**config.mk**
```make
export PLATFORM = sky130hd
export DESIGN_NAME = joint_link_framer_top
export DESIGN_NICKNAME = d
export VERILOG_FILES = /design/src/rtl/jlf_pkg.sv /design/src/rtl/jlf_front.sv /design/src/rtl/jlf_queue.sv /design/src/rtl/jlf_back.sv /design/src/rtl/joint_link_framer_top.sv
export SDC_FILE = /design/constraint.sdc
export NUM_CORES = 1
export LEC_CHECK = 0
export BUFFER_PORTS_ARGS = -buffer_cell sky130_fd_sc_hd__buf_2
export CELL_PAD_IN_SITES_DETAIL_PLACEMENT = 0
export CELL_PAD_IN_SITES_GLOBAL_PLACEMENT = 1
export CORE_MARGIN = 3
export CORE_UTILIZATION = 45
export DETAILED_ROUTE_END_ITERATION = 10
export HOLD_SLACK_MARGIN = 0.03
export PLACE_DENSITY = 0.8
export SYNTH_ARGS = -nofsm -noshare
export SYNTH_HDL_FRONTEND = slang
export SYNTH_HIERARCHICAL = 1
export SYNTH_SLANG_ARGS = --single-unit
export TNS_END_PERCENT = 10
```
**constraint.sdc**
```tcl
create_clock -name clk -period 5 [get_ports clk]
set_input_delay 0.25 -clock clk [delete_from_list [all_inputs] [get_ports clk]]
set_output_delay 0.25 -clock clk [all_outputs]
set_load 0.01 [all_outputs]
```
**src/rtl/jlf_pkg.sv**
```systemverilog
// Shared types and constants for the joint link framer.
// Used by every module of the block; depends on nothing.
package jlf_pkg;

  localparam logic [1:0] MODE_RX     = 2'd0;
  localparam logic [1:0] MODE_TORQUE = 2'd1;
  localparam logic [1:0] MODE_SEND   = 2'd2;

  localparam logic       KIND_TX  = 1'b0;
  localparam logic       KIND_POS = 1'b1;

  localparam logic [7:0] FRAME_HEADER = 8'h41;
  localparam logic [9:0] POS_MAX      = 10'd1023;
  localparam int         FRAME_BYTES  = 6;

  typedef struct packed {
    logic [1:0]         mode;
    logic [7:0]         rx_byte;
    logic [1:0]         joint;
    logic signed [15:0] torque;
  } in_t;

  typedef struct packed {
    logic       kind;
    logic [7:0] tx_byte;
    logic       last;
    logic [9:0] pos_a;
    logic [9:0] pos_b;
    logic [9:0] pos_c;
    logic [9:0] pos_d;
  } out_t;

  // One unit of work for the back end: a position report or a frame to send,
  // with the four 10-bit values it carries.
  typedef struct packed {
    logic            send;
    logic [3:0][9:0] val;
  } job_t;

  typedef struct packed {
    logic full;
    logic empty;
  } q_status_t;

endpackage

```
**src/rtl/jlf_front.sv**
```systemverilog
// Front end: deframes received bytes, applies torque commands and turns
// completed frames and send requests into jobs. Depends on jlf_pkg.
module jlf_front (
  input  logic          clk,
  input  logic          rst,
  input  logic          take,
  input  jlf_pkg::in_t  item,
  output logic          push,
  output jlf_pkg::job_t job
);

  logic [2:0]       rx_count;
  logic [2:0]       rx_count_next;
  logic [7:0]       rx_hold [4];
  logic [3:0][9:0]  position;
  logic [3:0][9:0]  position_next;
  logic [3:0][9:0]  command;
  logic [1:0]       hold_idx;
  logic             hold_we;
  logic             frame_done;
  logic signed [17:0] diff;
  logic [9:0]       sat;

  assign hold_idx = 2'(rx_count - 3'd1);

  always_comb begin
    rx_count_next = rx_count;
    hold_we       = 1'b0;
    frame_done    = 1'b0;
    if (rx_count inside {[3'd1:3'd4]}) begin
      rx_count_next = rx_count + 3'd1;
      hold_we       = 1'b1;
    end else if (rx_count == 3'd5) begin
      rx_count_next = 3'd0;
      frame_done    = 1'b1;
    end else begin
      rx_count_next = (item.rx_byte == jlf_pkg::FRAME_HEADER) ? 3'd1 : 3'd0;
    end
  end

  // The low bits of joint 0 sit at the top of the packed byte.
  always_comb begin
    for (int i = 0; i < 4; i++) begin
      position_next[i] = {rx_hold[i], item.rx_byte[7 - 2 * i -: 2]};
    end
  end

  always_comb begin
    diff = $signed({8'd0, position[item.joint]}) - 18'(item.torque);
    if (diff < 0) begin
      sat = 10'd0;
    end else if (diff > $signed({8'd0, jlf_pkg::POS_MAX})) begin
      sat = jlf_pkg::POS_MAX;
    end else begin
      sat = diff[9:0];
    end
  end

  always_comb begin
    push     = 1'b0;
    job.send = 1'b0;
    job.val  = position_next;
    if (take) begin
      case (item.mode)
        jlf_pkg::MODE_RX: begin
          push = frame_done;
        end
        jlf_pkg::MODE_SEND: begin
          push     = 1'b1;
          job.send = 1'b1;
          job.val  = command;
        end
        default: begin
          push = 1'b0;
        end
      endcase
    end
  end

  always_ff @(posedge clk) begin
    if (rst) begin
      rx_count <= 3'd0;
      position <= '0;
      command  <= '0;
    end else if (take) begin
      case (item.mode)
        jlf_pkg::MODE_RX: begin
          rx_count <= rx_count_next;
          if (frame_done) begin
            position <= position_next;
          end
        end
        jlf_pkg::MODE_TORQUE: begin
          command[item.joint] <= sat;
        end
        default: begin
        end
      endcase
    end
  end

  always_ff @(posedge clk) begin
    if (take && item.mode == jlf_pkg::MODE_RX && hold_we) begin
      rx_hold[hold_idx] <= item.rx_byte;
    end
  end

endmodule

```
**src/rtl/jlf_queue.sv**
```systemverilog
// Short job queue between the front and back ends.
// Depends on jlf_pkg for the job and status types.
module jlf_queue #(
  parameter int DEPTH = 4
) (
  input  logic               clk,
  input  logic               rst,
  input  logic               push,
  input  jlf_pkg::job_t      push_job,
  input  logic               pop,
  output jlf_pkg::job_t      head_job,
  output jlf_pkg::q_status_t status
);

  localparam int PTR_W = (DEPTH > 1) ? $clog2(DEPTH) : 1;
  localparam int CNT_W = $clog2(DEPTH + 1);

  jlf_pkg::job_t    slots [DEPTH];
  logic [PTR_W-1:0] wr_ptr;
  logic [PTR_W-1:0] rd_ptr;
  logic [CNT_W-1:0] count;

  assign head_job     = slots[rd_ptr];
  assign status.full  = (count == CNT_W'(DEPTH));
  assign status.empty = (count == '0);

  always_ff @(posedge clk) begin
    if (rst) begin
      wr_ptr <= '0;
      rd_ptr <= '0;
      count  <= '0;
    end else begin
      if (push) begin
        wr_ptr <= (wr_ptr == PTR_W'(DEPTH - 1)) ? '0 : wr_ptr + 1'b1;
      end
      if (pop) begin
        rd_ptr <= (rd_ptr == PTR_W'(DEPTH - 1)) ? '0 : rd_ptr + 1'b1;
      end
      if (push && !pop) begin
        count <= count + 1'b1;
      end else if (pop && !push) begin
        count <= count - 1'b1;
      end
    end
  end

  always_ff @(posedge clk) begin
    if (push) begin
      slots[wr_ptr] <= push_job;
    end
  end

endmodule

```
**src/rtl/jlf_back.sv**
```systemverilog
// Back end: plays out one job at a time, a single report word or the six
// bytes of a frame. Depends on jlf_pkg.
module jlf_back (
  input  logic          clk,
  input  logic          rst,
  input  logic          job_avail,
  input  jlf_pkg::job_t head_job,
  output logic          pop,
  output logic          result_valid,
  input  logic          result_ready,
  output jlf_pkg::out_t result
);

  jlf_pkg::job_t cur;
  logic          busy;
  logic [2:0]    idx;
  logic          at_last;

  assign at_last      = !cur.send || (idx == 3'(jlf_pkg::FRAME_BYTES - 1));
  assign pop          = job_avail && (!busy || (result_ready && at_last));
  assign result_valid = busy;

  always_comb begin
    result = '0;
    if (!cur.send) begin
      result.kind  = jlf_pkg::KIND_POS;
      result.pos_a = cur.val[0];
      result.pos_b = cur.val[1];
      result.pos_c = cur.val[2];
      result.pos_d = cur.val[3];
    end else begin
      result.kind = jlf_pkg::KIND_TX;
      case (idx)
        3'd0: result.tx_byte = jlf_pkg::FRAME_HEADER;
        3'd1: result.tx_byte = cur.val[0][9:2];
        3'd2: result.tx_byte = cur.val[1][9:2];
        3'd3: result.tx_byte = cur.val[2][9:2];
        3'd4: result.tx_byte = cur.val[3][9:2];
        default: begin
          result.tx_byte = {cur.val[0][1:0], cur.val[1][1:0],
                            cur.val[2][1:0], cur.val[3][1:0]};
          result.last    = 1'b1;
        end
      endcase
    end
  end

  always_ff @(posedge clk) begin
    if (rst) begin
      busy <= 1'b0;
      idx  <= 3'd0;
    end else if (pop) begin
      busy <= 1'b1;
      idx  <= 3'd0;
    end else if (busy && result_ready) begin
      if (at_last) begin
        busy <= 1'b0;
      end else begin
        idx <= idx + 3'd1;
      end
    end
  end

  always_ff @(posedge clk) begin
    if (pop) begin
      cur <= head_job;
    end
  end

endmodule

```
**src/rtl/joint_link_framer_top.sv**
```systemverilog
// Top level of the joint link framer: front end, job queue and back end.
// Depends on jlf_pkg, jlf_front, jlf_queue and jlf_back.

// The block takes one input word per cycle as long as its job queue of
// QUEUE_DEPTH entries has room; received bytes and torque commands are done
// in the cycle they are taken. A completed frame yields one position report
// word and a send request yields six byte words, which the back end plays
// out at one word per cycle when the output side is ready, so a run of send
// requests is limited by the output port, six words per request.
module joint_link_framer_top #(
  parameter int QUEUE_DEPTH = 4
) (
  input  logic          clk,
  input  logic          rst,
  input  logic          item_valid,
  output logic          item_ready,
  input  jlf_pkg::in_t  item,
  output logic          result_valid,
  input  logic          result_ready,
  output jlf_pkg::out_t result
);

  logic               take;
  logic               push;
  logic               pop;
  jlf_pkg::job_t      push_job;
  jlf_pkg::job_t      head_job;
  jlf_pkg::q_status_t q_status;

  assign item_ready = !q_status.full;
  assign take       = item_valid && item_ready;

  jlf_front u_front (
    .clk  (clk),
    .rst  (rst),
    .take (take),
    .item (item),
    .push (push),
    .job  (push_job)
  );

  jlf_queue #(
    .DEPTH (QUEUE_DEPTH)
  ) u_queue (
    .clk      (clk),
    .rst      (rst),
    .push     (push),
    .push_job (push_job),
    .pop      (pop),
    .head_job (head_job),
    .status   (q_status)
  );

  jlf_back u_back (
    .clk          (clk),
    .rst          (rst),
    .job_avail    (!q_status.empty),
    .head_job     (head_job),
    .pop          (pop),
    .result_valid (result_valid),
    .result_ready (result_ready),
    .result       (result)
  );

`ifndef SYNTHESIS
  a_no_push_when_full: assert property (@(posedge clk) disable iff (rst)
    !(push && q_status.full))
    else $error("job pushed into a full queue");

  a_no_pop_when_empty: assert property (@(posedge clk) disable iff (rst)
    !(pop && q_status.empty))
    else $error("job popped from an empty queue");

  a_last_only_on_tx: assert property (@(posedge clk) disable iff (rst)
    (result_valid && result.last) |-> (result.kind == jlf_pkg::KIND_TX))
    else $error("last marked on a position report");

  a_report_clean: assert property (@(posedge clk) disable iff (rst)
    (result_valid && result.kind == jlf_pkg::KIND_POS) |->
      (result.tx_byte == 8'd0 && !result.last))
    else $error("position report carries transmit fields");
`endif

endmodule

```
Word-level counts from Yosys, hierarchy flattened
Memories as Yosys holds them, arrays and structs flattened. A register that Yosys moved wholly into a read port is not among the register bits. Index checks and enable logic that the tools add are counted.

RAM bits: 196. Bits of input ports: 32. Flip-flop bits (word level): 94. Logic and storage cells: 107. Memories: 2. Output and inout port bits: 52.

Memories: u_queue.slots (words 4, width 41, rd ports 1, clocked after Yosys merged registers in 1, write ports 1, line jlf_queue.sv:18) `jlf_pkg::job_t slots [DEPTH];`; u_front.rx_hold (words 4, width 8, rd ports 4, clocked after Yosys merged registers in 0, write ports 1, line jlf_front.sv:14) `logic [7:0] rx_hold [4];`.

Mux-type cells: 33. Reduce and logical (&&, ||, !) cells: 31. Eq/ne operators: 12. Add/subtract/negate cells: 8. Bitwise gates (word level): 1. Magnitude comparators: 6.

Operators by type and width (count): $mux 41 (2); $bwmux 40 (1); $mux 10 (4); $mux 40 (1); $pmux 8 s5 (1); $bmux 10 s2 (1); $demux 10 s2 (1); $gt 17x11->1 const B (1); $lt 17x1->1 const B (1); $sub 11x16->17 (1); $mux 1 (14); $eq 3x3->1 const B (4); $mux 3 (4); $logic_and 1x1->1 (10); $add 3x1->3 const B (3); $mux 9 (1); $eq 8x7->1 const B (1); $reduce_and 2->1 (4); $eq 2x2->1 const B (3); $eq 3x2->1 const B (2); $logic_not 1->1 (6); $logic_not 3->1 (2); $reduce_bool 2->1 (3); $reduce_or 5->1 (1); 16 further kinds (19).

Depth between registers and ports, before layout
Gate-level depths: netlist of the first run.

Word-level depth: 9. Gate-level depth with buffers: 14. Depth with buffers taken out: 11.

Modules after synthesis
The synthesis of the first run kept the hierarchy.

By module, submodules not included: jlf_queue (seq. area each 5104.9 um2, cells an instance 259, area an instance 6407.4 um2, times used 1); jlf_front (seq. area each 2622.5 um2, cells an instance 585, area an instance 5821.8 um2, times used 1); jlf_back (seq. area each 1311.3 um2, cells an instance 174, area an instance 2140.8 um2, times used 1); joint_link_framer_top (seq. area each 0.0 um2, cells an instance 3, area an instance 13.8 um2, times used 1).

Least setup slack after synthesis of the first run
Ideal clock, no wire load.

Path type: flip-flop to flip-flop. Start point: register u_back.idx[1]. End point: register u_queue.count[2]. Clock period less this slack: 4156 ps. Data required time: 4930 ps. Buffers on the path: 0. Library setup time: 70 ps. Stages on the path, launching flop included: 12. Slack: 844 ps. Arrival time: 4086 ps. Cell sequence: dfxtp_1 inv_1 ha_1 a21boi_2 o22ai_1 inv_1 ha_1 inv_1 fa_1 xor2_1 or3_1 a21oi_1.

Longest elaborated chain between the ends: 8. Elaborated cells between the ends (all ways): 10. Classes of those cells: 1 x eq/ne; 1 x mux; 8 x reduce/logical.

Ends and longest elaborated chain: start, declared (line jlf_back.sv:16) `logic [2:0] idx;`; start signal, assigned (line jlf_back.sv:59) `idx <= idx + 3'd1;`; $eq 3x3->1 (*) (line jlf_back.sv:19) `assign at_last = !cur.send || (idx == 3'(jlf_pkg::FRAME_BYTES - 1));`; $logic_or 1x1->1 (*) (line jlf_back.sv:19); $logic_and 1x1->1 (*) (line jlf_back.sv:20) `assign pop = job_avail && (!busy || (result_ready && at_last));`; $logic_or 1x1->1 (*) (line jlf_back.sv:20); $logic_and 1x1->1 (*) (line jlf_back.sv:20); named net pop (line joint_link_framer_top.sv:25) `logic pop;`; $logic_not 1->1 (line jlf_queue.sv:39) `if (push && !pop) begin`; $logic_and 1x1->1 (line jlf_queue.sv:39); $mux 3 / $reduce_bool 2->1 (equally long branches); end signal, assigned (line jlf_queue.sv:40) `count <= count + 1'b1;`; end signal, assigned (line jlf_queue.sv:42) `count <= count - 1'b1;`; end, declared (line jlf_queue.sv:21) `logic [CNT_W-1:0] count;`.

Mark *: on every way through the listed nets, which the timed path passes. The rest lies on a longest branch. A chain may end at the register's enable or synchronous reset.

Worst setup path after layout of the first run
Start point: register u_front/position[10] (netlist bit). End point: register u_front/command[32] (netlist bit).

Longest elaborated chain between the ends: 7. Elaborated cells between the ends (all ways): 8. Classes of those cells: 1 x add/sub; 2 x order compare; 5 x mux.

Ends and longest elaborated chain: start, declared (line jlf_front.sv:15) `logic [3:0][9:0] position;`; start signal, assigned (line jlf_front.sv:90) `position <= position_next;`; $bmux 10 s2 (*) (line jlf_front.sv:49) `diff = $signed({8'd0, position[item.joint]}) - 18'(item.torque);`; $mux 10 (implied by the code) (*) (line jlf_front.sv:49); $sub 11x16->17 (*) (line jlf_front.sv:49); $gt 17x11->1 (line jlf_front.sv:52) `end else if (diff > $signed({8'd0, jlf_pkg::POS_MAX})) begin`; $mux 10 (line jlf_front.sv:52); $mux 10 (*) (line jlf_front.sv:50) `if (diff < 0) begin`; $bwmux 40 (*) (line jlf_front.sv:94) `command[item.joint] <= sat;`; end signal, assigned by index (line jlf_front.sv:94); end, declared (line jlf_front.sv:17) `logic [3:0][9:0] command;`.

Mark *: on every way between the ends. The rest lies on a longest branch, timed or not. The select of a mux whose other input is x is not followed.

==> flow_summary.yaml, run 1 <==
route:
  vias_post_dr: 8560
  post-route-drc-count: 0
  drt_wl_total_um: 31900
  postRouteAntennaNets: 0
  detailedRoute.firstPassIterationCount: 7
  drt-wirelength-per-cell_um: 21.0
  route.detailed.vias_per_inst: 5.64
  dr.first_iter.drc_count: 562
worst_hold_path:
  hold_path_end: "u_back/idx[1]"
  worst_hold_stages: 3
  min-delay-start: "result_ready"
  worst_hold_check_path_type: "input pin to register"
worst_setup_path:
  path_class: "register to register"
  arrival_ns: 3.54
  startpoint_type: "register"
  cp-end-kind: "register"
  crit_required_ns: 5.37
  timing.critical_path.fanout_max: 40
  reg2reg_setup_slack_ns: 1.83
  critical_path.reg2reg.endpoint: "u_front/command[32]"
  worst-r2r-cell-count: 11
  timing.rr.start: "u_front/position[10]"
finish:
  synthToLayoutAreaGrowth_pct: 12.2
  layout-drive-gt1-share_pct: 24.4
  antenna_fix_cells: 0
  layout.nets: 1159
  n_fill_cell: 2589
  final_cell_area_um2: 16100
synth:
  synth_seq_cells: 333
  dominantRegCellSynth: "sky130_fd_sc_hd__edfxtp_1"
  netlist-cell-type-count: 67
  share_of_synthesized_area_occupied_by_flip_flops_and_latches_pct: 62.8
  synthesized_nets: 1085
  avg_synthesized_cell_area_um2: 14.1
  netlist_instances: 1021
  mappedNetlistArea_um2: 14400
  yosys_top_cell_by_area: "sky130_fd_sc_hd__edfxtp_1"
  synth_top_cells_by_count: "sky130_fd_sc_hd__edfxtp_1, sky130_fd_sc_hd__nand2_1, sky130_fd_sc_hd__dfxtp_1"
  synth_top_area_share_pct: 49.5
  synth_top_cells_by_area: "sky130_fd_sc_hd__edfxtp_1, sky130_fd_sc_hd__dfxtp_1, sky130_fd_sc_hd__mux4_2"
  yosysWarningCount: 6
  synth_most_common_cell: "sky130_fd_sc_hd__edfxtp_1"
  asyncSetResetFlopFracSynth_pct: 0
  synth_enable_flop_cells: 237
timing:
  timing_limited_maximum_frequency_mhz: 316
  final-max-slew-violation-count: 0
  setup-tns-final_ns: 0
  setup-violations-final: 0
  final_critical_path_share_of_the_clock_period_pct: 63.4
  grt_setup_unrepaired: "false"
  tightest_slew_ns: 1.12
  max_clock_skew_ns: 0.0109
  slew_headroom_pct: 25.1
  finalWorstPathRequiredPeriod_ns: 3.17
  timing.final.hold_violations: 0
clock_tree:
  cts.repair_timing.setup_buffer_count: 0
  clk_root_buffer_cell: "sky130_fd_sc_hd__clkbuf_16"
  clock_tree_from_tritoncts: "built"
  cts.htree.levels: 2
  clock_latency_ns: 0.51
  cts_num_sinks: 333
  ctsLongestPathBuffers: 3
  ctsHoldBuffers: 0
  cts.reportedPaths.clkPinSlew_ns: 0.07
  numCtsBuffers: 35
  cts_resized: 0
floorplan:
  die_width_um: 185
  core_area_um2: 31100
  dieArea_um2: 34100
  row_count: 64
  die_y_um: 185
  initial_utilization_pct: 46.3
  floorplan.io_pins: 84
grt:
  grt_start_max_net_pins: 47
  overflow: 0
  number_of_global_route_vias_before_repair: 8443
  number_of_antenna_violations_at_the_first_check_in_global_routing: 1
  gr-usage-all-layers_pct: 18.8
  grt_first_pass_wirelength_um: 49200
run_status:
  result_of_the_run: "completed"
pwr:
  clkPwrFrac_pct: 33.8
  p_comb_share_pct: 17.8
  seq_power_share_pct: 48.4
  sw_frac_of_total_pct: 26.7
  internal-power_w: 0.00534
  pwr_density_cell_nw_per_um2: 451
  total_leakage_power_nw: 5.65
  power_switching_w: 0.00194
  total_power_consumption_of_the_routed_design_w: 0.00728
  peakVddDrop_mv: 0.273
place:
  placed_area_um2: 15100
  port_buffers: 83
  place_hpwl_um: 21700
  finalWeightedCongestion: 0.895
run:
  max_cap_violations: 0
## flip-flops by register name, indices dropped and copies added (netlist names), named ones only
name and flops:
u_back/result_valid 1, u_queue/count 3, u_front/rx_count 3, u_queue/slots 164, u_back/cur 41, u_back/idx 3
u_front/rx_hold 32, u_queue/rd_ptr 2, u_front/position 40, u_queue/wr_ptr 2, u_front/command 40
## metrics by stage
stage	setup WS [ns]	utilization, %	instances	hold WS (ns)
after floorplan	0.844	-	1021	0.319
after global placement	1.49	48.5	1454	0.440
after detailed placement	1.42	48.5	1454	0.448
after CTS	1.86	52.0	1517	0.0454
after global routing	1.52	52.0	1517	0.0630
final	1.83	52.0	1517	0.0735
## power groups by stage
stage               clock network, W  registers (W)  logic, W
floorplan                          0        0.00345   0.00103
global placement                   0        0.00359   0.00129
detailed placement                 0        0.00359   0.00131
CTS                          0.00251        0.00353   0.00131
global route                 0.00263        0.00357   0.00143
finish                       0.00246        0.00353   0.00130
## critical path, stage by stage (launching register included)
cell	delay [ns]
sky130_fd_sc_hd__dfxtp_1	0.34
sky130_fd_sc_hd__mux4_2	0.23
sky130_fd_sc_hd__inv_1	0.04
sky130_fd_sc_hd__ha_1	0.19
sky130_fd_sc_hd__fa_1	0.40
sky130_fd_sc_hd__nand3b_1	0.24
sky130_fd_sc_hd__a211o_1	0.33
sky130_fd_sc_hd__a2111oi_0	0.41
sky130_fd_sc_hd__a21oi_1	0.13
sky130_fd_sc_hd__nand2_1	0.08
sky130_fd_sc_hd__buf_4	0.46
sky130_fd_sc_hd__a22oi_1	0.14
## cells by family after synthesis
family / count (synthesis) / synth area share, %
simple gates: 298 / 10.5
buf+inv: 86 / 3.15
mux: 95 / 11.4
flops: 333 / 62.8
xor+xnor: 9 / 0.548
compound gates: 168 / 8.62
fa+ha+maj: 32 / 2.89
## cell type report
cell class	instances	area [um^2]	area share, %
inverter	32	120	0.744
tap	396	495	3.07
clock inverter	14	140	0.868
timing repair buffer	91	475	2.95
sequential	333	9040	56.0
clock buffer	49	948	5.88
multi-input combinational	602	4920	30.5
## cell usage in the layout, fill, tap and decap left out, types with 20 or more instances in the layout
master / count
sky130_fd_sc_hd__edfxtp_1: 237
sky130_fd_sc_hd__nand2_1: 138
sky130_fd_sc_hd__dfxtp_1: 94
sky130_fd_sc_hd__buf_2: 83
sky130_fd_sc_hd__a21oi_1: 63
sky130_fd_sc_hd__mux4_2: 50
sky130_fd_sc_hd__nor2b_1: 43
sky130_fd_sc_hd__mux2_2: 40
sky130_fd_sc_hd__clkbuf_16: 35
sky130_fd_sc_hd__inv_1: 31
sky130_fd_sc_hd__ha_1: 30
sky130_fd_sc_hd__nor2_1: 23
sky130_fd_sc_hd__a22oi_1: 20
sky130_fd_sc_hd__and3_1: 20
sky130_fd_sc_hd__a22oi_2: 20
## how the worst max path moves through the flow
| stage | startpoint | to | cells after the start |
|---|---|---|---|
| after floorplan | u_back/idx[1] | u_queue/count[2] | 11 |
| after global placement | item[16] | u_front/command[26] | 12 |
| after detailed placement | item[16] | u_front/command[32] | 12 |
| after CTS | u_front/position[10] | u_front/command[9] | 11 |
| after global routing | u_front/position[10] | u_front/command[26] | 11 |
| final | u_front/position[10] | u_front/command[32] | 11 |
## layer usage
layer	vias to the layer above	track usage [%]	share of wire (%)
met1	4236	27.6	46
met4	2	5.40	2.5
met5	-	0	0.041
li1	3997	-	-
met3	53	3.06	5.9
met2	272	29.3	46
No activity file was read; power rests on OpenSTA's default activity.
==> inputs of run 2 (changes only) <==
--- a/config.mk
+++ b/config.mk
@@ -5,14 +5,15 @@
 export SDC_FILE = /design/constraint.sdc
 export NUM_CORES = 1
 export LEC_CHECK = 0
+export ABC_AREA = 1
 export BUFFER_PORTS_ARGS = -buffer_cell sky130_fd_sc_hd__buf_2
 export CELL_PAD_IN_SITES_DETAIL_PLACEMENT = 0
 export CELL_PAD_IN_SITES_GLOBAL_PLACEMENT = 1
 export CORE_MARGIN = 3
-export CORE_UTILIZATION = 45
+export CORE_UTILIZATION = 43
 export DETAILED_ROUTE_END_ITERATION = 10
 export HOLD_SLACK_MARGIN = 0.03
-export PLACE_DENSITY = 0.8
+export PLACE_DENSITY = 0.83
 export SYNTH_ARGS = -nofsm -noshare
 export SYNTH_HDL_FRONTEND = slang
 export SYNTH_HIERARCHICAL = 1
==> constraint.sdc (replaced) <==
create_clock -name clk -period 2.8 [get_ports clk]
set_input_delay 0.14 -clock clk [delete_from_list [all_inputs] [get_ports clk]]
set_output_delay 0.14 -clock clk [all_outputs]
set_load 0.01 [all_outputs]
==> run 2 against run 1 <==
Net effect:
- first-iteration DRC count grew 48%
- clock power rose by 85%
- via count rose by 21%
- sequential power up 76%
- flip-flop and latch count did not move
- critical endpoint is now u_front/command[5]
==> flow_summary.yaml, run 2 <==
timing:
  max_clock_skew_ns: 0.0146
  setup-tns-final_ns: 0
  worst_slack_ns: 0.180
  final_critical_path_share_of_the_clock_period_pct: 93.6
  tightest_slew_ns: 0.860
  finalWorstPathRequiredPeriod_ns: 2.62
  timing.final.hold_violations: 0
  slew_headroom_pct: 42.7
  finalHoldWorstSlack_ns: 0.0388
  setup-violations-final: 0
  grt_setup_unrepaired: "false"
  timing_limited_maximum_frequency_mhz: 382
  final-max-slew-violation-count: 0
floorplan:
  dieArea_um2: 36000
  die_y_um: 190
  core_area_um2: 32900
  die_width_um: 190
  initial_utilization_pct: 44.1
  floorplan.io_pins: 84
  row_count: 66
grt:
  grt_start_max_net_pins: 83
  gr-usage-all-layers_pct: 18.9
  number_of_global_route_vias_before_repair: 9914
  number_of_antenna_violations_at_the_first_check_in_global_routing: 0
  grt_first_pass_wirelength_um: 54100
  overflow: 0
worst_hold_path:
  worst_hold_check_path_type: "input pin to register"
finish:
  registers.top_by_ff_count: "u_queue/slots"
  layout.nets: 1611
  antenna_fix_cells: 0
  synthToLayoutAreaGrowth_pct: 15.0
  finish.cell_count_without_fillers: 2014
  final_cell_area_um2: 16700
  layout_top_registers: "u_queue/slots (164), u_back/cur (41)"
  largest_register_ffs: 164
  final_common_cell: "sky130_fd_sc_hd__edfxtp_1"
  layout-drive-gt1-share_pct: 13.1
  commonest_non_fill_non_tap_cells_in_the_layout: "sky130_fd_sc_hd__edfxtp_1, sky130_fd_sc_hd__nand2_1, sky130_fd_sc_hd__nor2_1"
pwr:
  internal-power_w: 0.00970
  sw_frac_of_total_pct: 30.7
  seq_power_share_pct: 44.3
  clkPwrFrac_pct: 32.6
  peakVddDrop_mv: 0.491
  total_leakage_power_nw: 6.61
  p_comb_share_pct: 23.1
  pwr_density_cell_nw_per_um2: 839
  power_switching_w: 0.00430
route:
  drt_wl_total_um: 34300
  dr.first_iter.drc_count: 830
  post-route-drc-count: 0
  route.detailed.vias_per_inst: 5.13
  drt-wirelength-per-cell_um: 17.0
  vias_post_dr: 10332
  detailedRoute.firstPassIterationCount: 5
  postRouteAntennaNets: 0
worst_setup_path:
  reg2reg_setup_slack_ns: 0.18
  crit_required_ns: 3.19
  startpoint_type: "register"
  timing.critical_path.buf_inv: 2
  worstPathCellList: "inv_1 > nor2_1 > a221oi_1 > o21a_1 > inv_1 > ha_1 > nand3_1 > nand3_1 > nand3_1 > nand3_1 > nand2_1 > nand2_1 > nor2_4 > nand4_1 > nand2_2 > a21oi_1"
  timing.critical_path.fanout_max: 10
  timing.critical_path.slowest_cell_delay_ns: 0.30
  path_delay_family: "simple AND/OR/NAND/NOR gates"
  path_class: "register to register"
  cp-end-kind: "register"
  arrival_ns: 3.01
  cell_mode_on_critical_path: "sky130_fd_sc_hd__nand3_1"
  cp_slowest_cell: "sky130_fd_sc_hd__dfxtp_1"
place:
  placed_area_um2: 15400
  place_hpwl_um: 23400
  placed_cell_count: 1944
  finalWeightedCongestion: 0.850
  post-place-ws_ns: -0.158
  port_buffers: 83
synth:
  dominantRegCellSynth: "sky130_fd_sc_hd__edfxtp_1"
  synth_seq_cells: 333
  netlist_instances: 1459
  avg_synthesized_cell_area_um2: 9.94
  yosysWarningCount: 6
  asyncSetResetFlopFracSynth_pct: 0
  synth_top_area_share_pct: 49.1
  synthesized_nets: 1523
  synth_top_cells_by_count: "sky130_fd_sc_hd__edfxtp_1, sky130_fd_sc_hd__nand2_1, sky130_fd_sc_hd__nor2_1"
  netlist-cell-type-count: 40
  synth_top_cells_by_area: "sky130_fd_sc_hd__edfxtp_1, sky130_fd_sc_hd__dfxtp_1, sky130_fd_sc_hd__nand2_1"
  mappedNetlistArea_um2: 14500
  share_of_synthesized_area_occupied_by_flip_flops_and_latches_pct: 62.3
  yosys_top_cell_by_area: "sky130_fd_sc_hd__edfxtp_1"
  synth_enable_flop_cells: 237
  synth_most_common_cell: "sky130_fd_sc_hd__edfxtp_1"
clock_tree:
  cts.reportedPaths.clkPinSlew_ns: 0.06
  clock_latency_ns: 0.51
  cts_num_sinks: 333
  clk_root_buffer_cell: "sky130_fd_sc_hd__clkbuf_16"
  cts.repair_timing.setup_buffer_count: 0
  ctsLongestPathBuffers: 3
  cts.htree.levels: 2
  numCtsBuffers: 34
  clock_tree_from_tritoncts: "built"
run_status:
  result_of_the_run: "completed"
run:
  max_cap_violations: 0
## run 2: cell types whose count changed after synthesis, moves of 43 or more
cell and change:
sky130_fd_sc_hd__nor2b_1 -43, sky130_fd_sc_hd__nand2_1 +88, sky130_fd_sc_hd__nor2_1 +155, sky130_fd_sc_hd__o21ai_0 +116
sky130_fd_sc_hd__inv_1 +140, sky130_fd_sc_hd__o21ai_1 +49, sky130_fd_sc_hd__mux4_2 -50
## run 2: layout make-up
cell class                      instances  area (um^2)
Tap cell                              442          553
Inverter                              179          676
Timing Repair Buffer                  123          813
Clock buffer                           46          977
Fill cell                            2986        16200
Sequential cell                       333         9040
Clock inverter                         15          168
Multi-Input combinational cell        876         4450
## run 2: repair_timing
action,CTS,global route
resized for setup,0,2
hold endpoints to repair,38,0
hold buffers,9,0
setup endpoints to repair,0,19
## run 2: worst paths after layout
| path | start | endpoint | depth (start not counted) |
|---|---|---|---|
| worst min-delay path | item[27] | u_front/rx_count[0] | 4 |
| worst min register to register | u_front/position[16] | u_front/position[16] | 2 |
| worst max-delay path | u_front/position[31] | u_front/command[5] | 16 |
| worst max register to register | u_front/position[31] | u_front/command[5] | 16 |
## run 2: cell families after synthesis
group | synth area share, %
AND/OR/NAND/NOR | 14.5
AO/OA/AOI/OAI | 12.6
flip-flops | 62.3
buffers and inverters | 7.15
adder cells (fa/ha/maj) | 2.86
XOR/XNOR | 0.543
## run 2: layer usage
layer | wire [um] | track usage [%] | up-vias | share of wire [%]
met3 | 2010 | 2.76 | 47 | 5.9
li1 | - | - | 5120 | -
met5 | 0 | 0 | - | 0
met1 | 15900 | 27.2 | 4855 | 46
met2 | 15800 | 30.6 | 310 | 46
met4 | 599 | 4.29 | 0 | 1.7
## run 2: per-stage QoR
stage / power [W] / utilization [%]
6_report: 0.0140 / 50.7
5_1_grt: 0.0148 / 50.7
4_1_cts: 0.0141 / 50.7
3_5_place_dp: 0.00955 / 47.0
3_3_place_gp: 0.00949 / 47.0
2_1_floorplan: 0.00844 / -
## run 2: worst register-to-register path, delay by kind of cell (launching register included)
kind                       cells  cell delay, ns
and+or+nand+nor               10            1.31
buffers and inverters          2            0.12
adders and majority gates      1            0.27
AOI/OAI and AO/OA              3            0.50
DFF                            1            0.30
## run 2: power by group through the flow
stage               Clock [W]  Combinational, W  Sequential, W
finish                0.00456           0.00324        0.00620
global placement            0           0.00317        0.00631
detailed placement          0           0.00324        0.00632
floorplan                   0           0.00221        0.00623
CTS                   0.00463           0.00326        0.00621
global route          0.00485           0.00365        0.00626
